==> config.mk <==
export PLATFORM = sky130hd
export DESIGN_NAME = ppp_div
export DESIGN_NICKNAME = d
export VERILOG_FILES = /design/src/sv/ppp_div.sv
export SDC_FILE = /design/constraint.sdc
export NUM_CORES = 2
export LEC_CHECK = 0
export BUFFER_PORTS_ARGS = -buffer_cell sky130_fd_sc_hd__buf_2
export CORE_UTILIZATION = 46
export DETAILED_ROUTE_END_ITERATION = 16
export PLACE_DENSITY_LB_ADDON = 0.1
export SLEW_MARGIN = 10
export SYNTH_ARGS = -nofsm -noshare
export SYNTH_HDL_FRONTEND = slang
export SYNTH_SLANG_ARGS = --single-unit
==> constraint.sdc <==
create_clock -name i_clk -period 5.7 [get_ports i_clk]
set_input_delay 1.14 -clock i_clk [delete_from_list [all_inputs] [get_ports i_clk]]
set_output_delay 1.14 -clock i_clk [all_outputs]
set_load 0.02 [all_outputs]
==> src/sv/ppp_div.sv <==
`timescale 1ns / 1ps

// Pipelined restoring divider, one quotient bit per stage.
// Quotient must fit in QW bits.
module ppp_div #(
    parameter int NW = 54,
    parameter int DW = 32,
    parameter int QW = 21
) (
    input  logic          i_clk,
    input  logic          i_adv,
    input  logic [NW-1:0] i_num,
    input  logic [DW-1:0] i_den,
    output logic [QW-1:0] o_quo
);

    localparam int WW = (NW > DW + QW) ? NW : DW + QW;

    logic [WW-1:0] r_rem [0:QW-2];
    logic [DW-1:0] r_den [0:QW-2];
    logic [QW-1:0] r_quo [0:QW-1];

    for (genvar k = 0; k < QW; k++) begin : g_stg
        localparam int B = QW - 1 - k;
        logic [WW-1:0] w_rem;
        logic [DW-1:0] w_den;
        logic [QW-1:0] w_quo;
        logic [WW-1:0] w_sh;
        logic          w_ge;

        if (k == 0) begin : g_first
            assign w_rem = WW'(i_num);
            assign w_den = i_den;
            assign w_quo = '0;
        end else begin : g_next
            assign w_rem = r_rem[k-1];
            assign w_den = r_den[k-1];
            assign w_quo = r_quo[k-1];
        end

        assign w_sh = WW'(w_den) << B;
        assign w_ge = (w_rem >= w_sh);

        always_ff @(posedge i_clk) begin
            if (i_adv) begin
                r_quo[k] <= w_quo | (QW'(w_ge) << B);
            end
        end

        if (k < QW - 1) begin : g_rem
            always_ff @(posedge i_clk) begin
                if (i_adv) begin
                    r_rem[k] <= w_ge ? (w_rem - w_sh) : w_rem;
                    r_den[k] <= w_den;
                end
            end
        end
    end

    assign o_quo = r_quo[QW-1];

endmodule

==> flow_summary.toml <==
[place]
dp_slack_ns = 0.682
gp_congestion = 0.939
hpwl_mm = 224
placed_cell_area_sq_um = 113000
port_buffers = 108

[die]
row_count = 177
die_w_um = 487
core_area_sq_um = 233000
die_y_um = 487
initial_core_util_pct = 46.4
dieArea_sq_um = 238000
io-pin-count = 109

[global_route]
grt_max_degree = 161
antenna_found_initial = 6
grt_pass1_vias = 74300
grt_pass1_wl_mm = 439
grt_use_total_pct = 24.0
grt.overflow.total = 0

[yosys]
synth_edf_count = 1951
ys_top_cells_by_area = "edfxtp_1 (54%), ha_1 (7.8%), a21oi_1 (3.6%)"
ys_seq_area_share_pct = 54.1
syn_inst = 9868
synth_top_area_share_pct = 54.1
synthFlopType = "edfxtp_1"
synth_warnings = 0
syn_nets = 10600
ys_seq_elements = 1951
yosysUniqueCellTypes = 109
synth_area_leader_cell = "edfxtp_1"
synth_area_sq_um = 108000
ys_async_sr_fraction_pct = 0
avgSynthCellArea_sq_um = 11.0

[power_and_ir_drop]
ir_worst_vdd_v = 0.000321
power.total_mw = 61.8
leakagePower_nw = 46.8
p_per_area_nw_per_um2 = 513

[cts]
postCtsHoldBufs = 0
numCtsBuffers = 217
root_buffer = "clkbuf_16"
cts.path.max_buffers = 3
post-cts-setup-buffers = 0
clock-sinks = 1951
htreeDepth = 4
ctsResizeCount = 0
path_clk_slew_ns = 0.06
cts_tree = "built"
clkLatencyLatePin_ns = 0.92

[run]
maxCapViolCount = 0

[cells_and_area]
final_core_util_pct = 51.6
nets = 10800
fin_area_sq_um = 120000
mostFrequentLayoutCells = "edfxtp_1 (1,951), nand2_1 (840), inv_1 (834)"
final_common_cell = "edfxtp_1"
drive_above_1_share_pct = 7.10
syn2layout_area_growth_pct = 11.0

[critical_path]
crit_required_ns = 6.30
crit_fanout = 28
crit_chain = "inv_1 -> ha_1 -> inv_1 -> fa_1 -> a21o_1 -> a221oi_2 -> a21oi_2 -> a211oi_2 -> o31ai_2 -> a211o_1 -> a21boi_2 -> clkinv_1 -> buf_12 -> nor2_1 -> a21oi_1"
startpoint_type = "register"
crit_top_cell = "inv_1"
cpMaxStageDelayCell = "clkinv_1"
end_kind = "register"
timing.critical_path.arrival_ns = 5.29
path_class = "reg -> reg"
slowest_delay_ns = 0.55

[detailed_routing]
wl_per_cell_um = 21.6
first_pass_iters = 6
via_count = 75400
wirelength_mm = 288
drtAntennaViolNets = 0
dr.first_iter.drc_count = 5950
routed_via_density = 5.66
drc = 0

[hold_path]
hp-class = "reg -> reg"

[sta]
finalCritPeriodShare_pct = 82.4
tns_ns = 0
finalMaxSlewViolations = 0
setup_viol = 0
post-route-min-period_ns = 4.70
finalHoldViolCount = 0
rsz0062_at_grt = "no"
fin_worst_skew_ns = 0.0853
fmax_ghz = 0.213
timing.slew.headroom_pct = 6.18
final.setup.worst_slack_ns = 1.00
worst_pin_slew_ns = 1.39

[outcome]
status = "finished clean"
[state kept, by name, summed over array words and instances (netlist names)]
name   count
r_quo    231
r_den    640
r_rem   1080
[report_power, final]
group / switching, mW / internal [mW] / leakage (nW)
Sequential: 2.48 / 20.5 / 18.9
Combinational: 14.7 / 9.91 / 24.4
Clock: 5.99 / 8.25 / 3.51
[worst max-delay path: cells and delay by family, from the launching register on]
kind            cells  cell delay (ns)
compound gates      8             2.27
fa+ha+maj           2             0.59
buf+inv             4             1.04
flops               1             0.36
simple gates        1             0.10
[synth_stat cells, drive strengths merged (15+ instances only)]
cell	count
a2111oi	24
a211o	15
a211oi	76
a21boi	20
a21o	400
a21oi	785
a31o	18
a31oi	94
a41oi	22
and2	40
and3	79
and4	28
buf	63
clkbuf	225
edfxtp	1951
fa	20
ha	672
inv	837
mux2	83
nand2	840
nand2b	102
nand3	205
nand3b	21
nand4	154
nand4b	22
nor2	627
nor2b	82
nor3	176
nor3b	16
nor4	125
nor4b	20
o2111ai	15
o211ai	43
o21a	64
o21ai	700
o21bai	82
o31a	21
o31ai	49
or2	27
or3	40
or4	41
xnor2	443
xor2	339
[path summary, 6_finish.rpt]
check	startpoint	to	slack (ns)	cells after the start
worst max-delay path	r_rem[2][68]$_DFFE_PP_	r_rem[3][30]$_DFFE_PP_	1.00	15
worst min-delay path	r_quo[0][101]$_DFFE_PP_	r_quo[0][122]$_DFFE_PP_	0.40	0
worst max register to register	r_rem[2][68]$_DFFE_PP_	r_rem[3][30]$_DFFE_PP_	1.00	15
worst min register to register	r_quo[0][101]$_DFFE_PP_	r_quo[0][122]$_DFFE_PP_	0.40	0
[per-layer routing]
layer  up-vias  track usage [%]  routed length, um
met4         4             8.66              10400
met5         -                0                 27
met1     36500             30.6             124000
met3       493             2.92              11800
met2      1820             41.7             141000
li1      36700                -                  -
[cells by family after synthesis]
logic type	after synthesis	synth area share, %
compound gates	2556	14.6
xor+xnor	782	6.32
fa+ha+maj	692	8.13
buf+inv	1126	3.99
flops	1951	54.1
mux	91	0.936
simple gates	2670	12.0
[cell type report]
cell class                 count  area, sq um
antenna                        1         2.50
sequential                  1951        58600
tap                         3132         3920
clock inverter               135         1700
fill                       20700       113000
multi-input combinational   6791        45700
timing repair buffer         217         1670
inverter                     838         3150
clock buffer                 269         5630
[per-stage QoR]
stage | instances | hold slack (ns)
6_report | 13300 | 0.396
4_1_cts | 13300 | 0.342
3_5_place_dp | 12900 | 0.405
3_3_place_gp | 12900 | 0.400
5_1_grt | 13300 | 0.361
2_1_floorplan | 9868 | 0.400
Power figures use the tool's default switching activity.
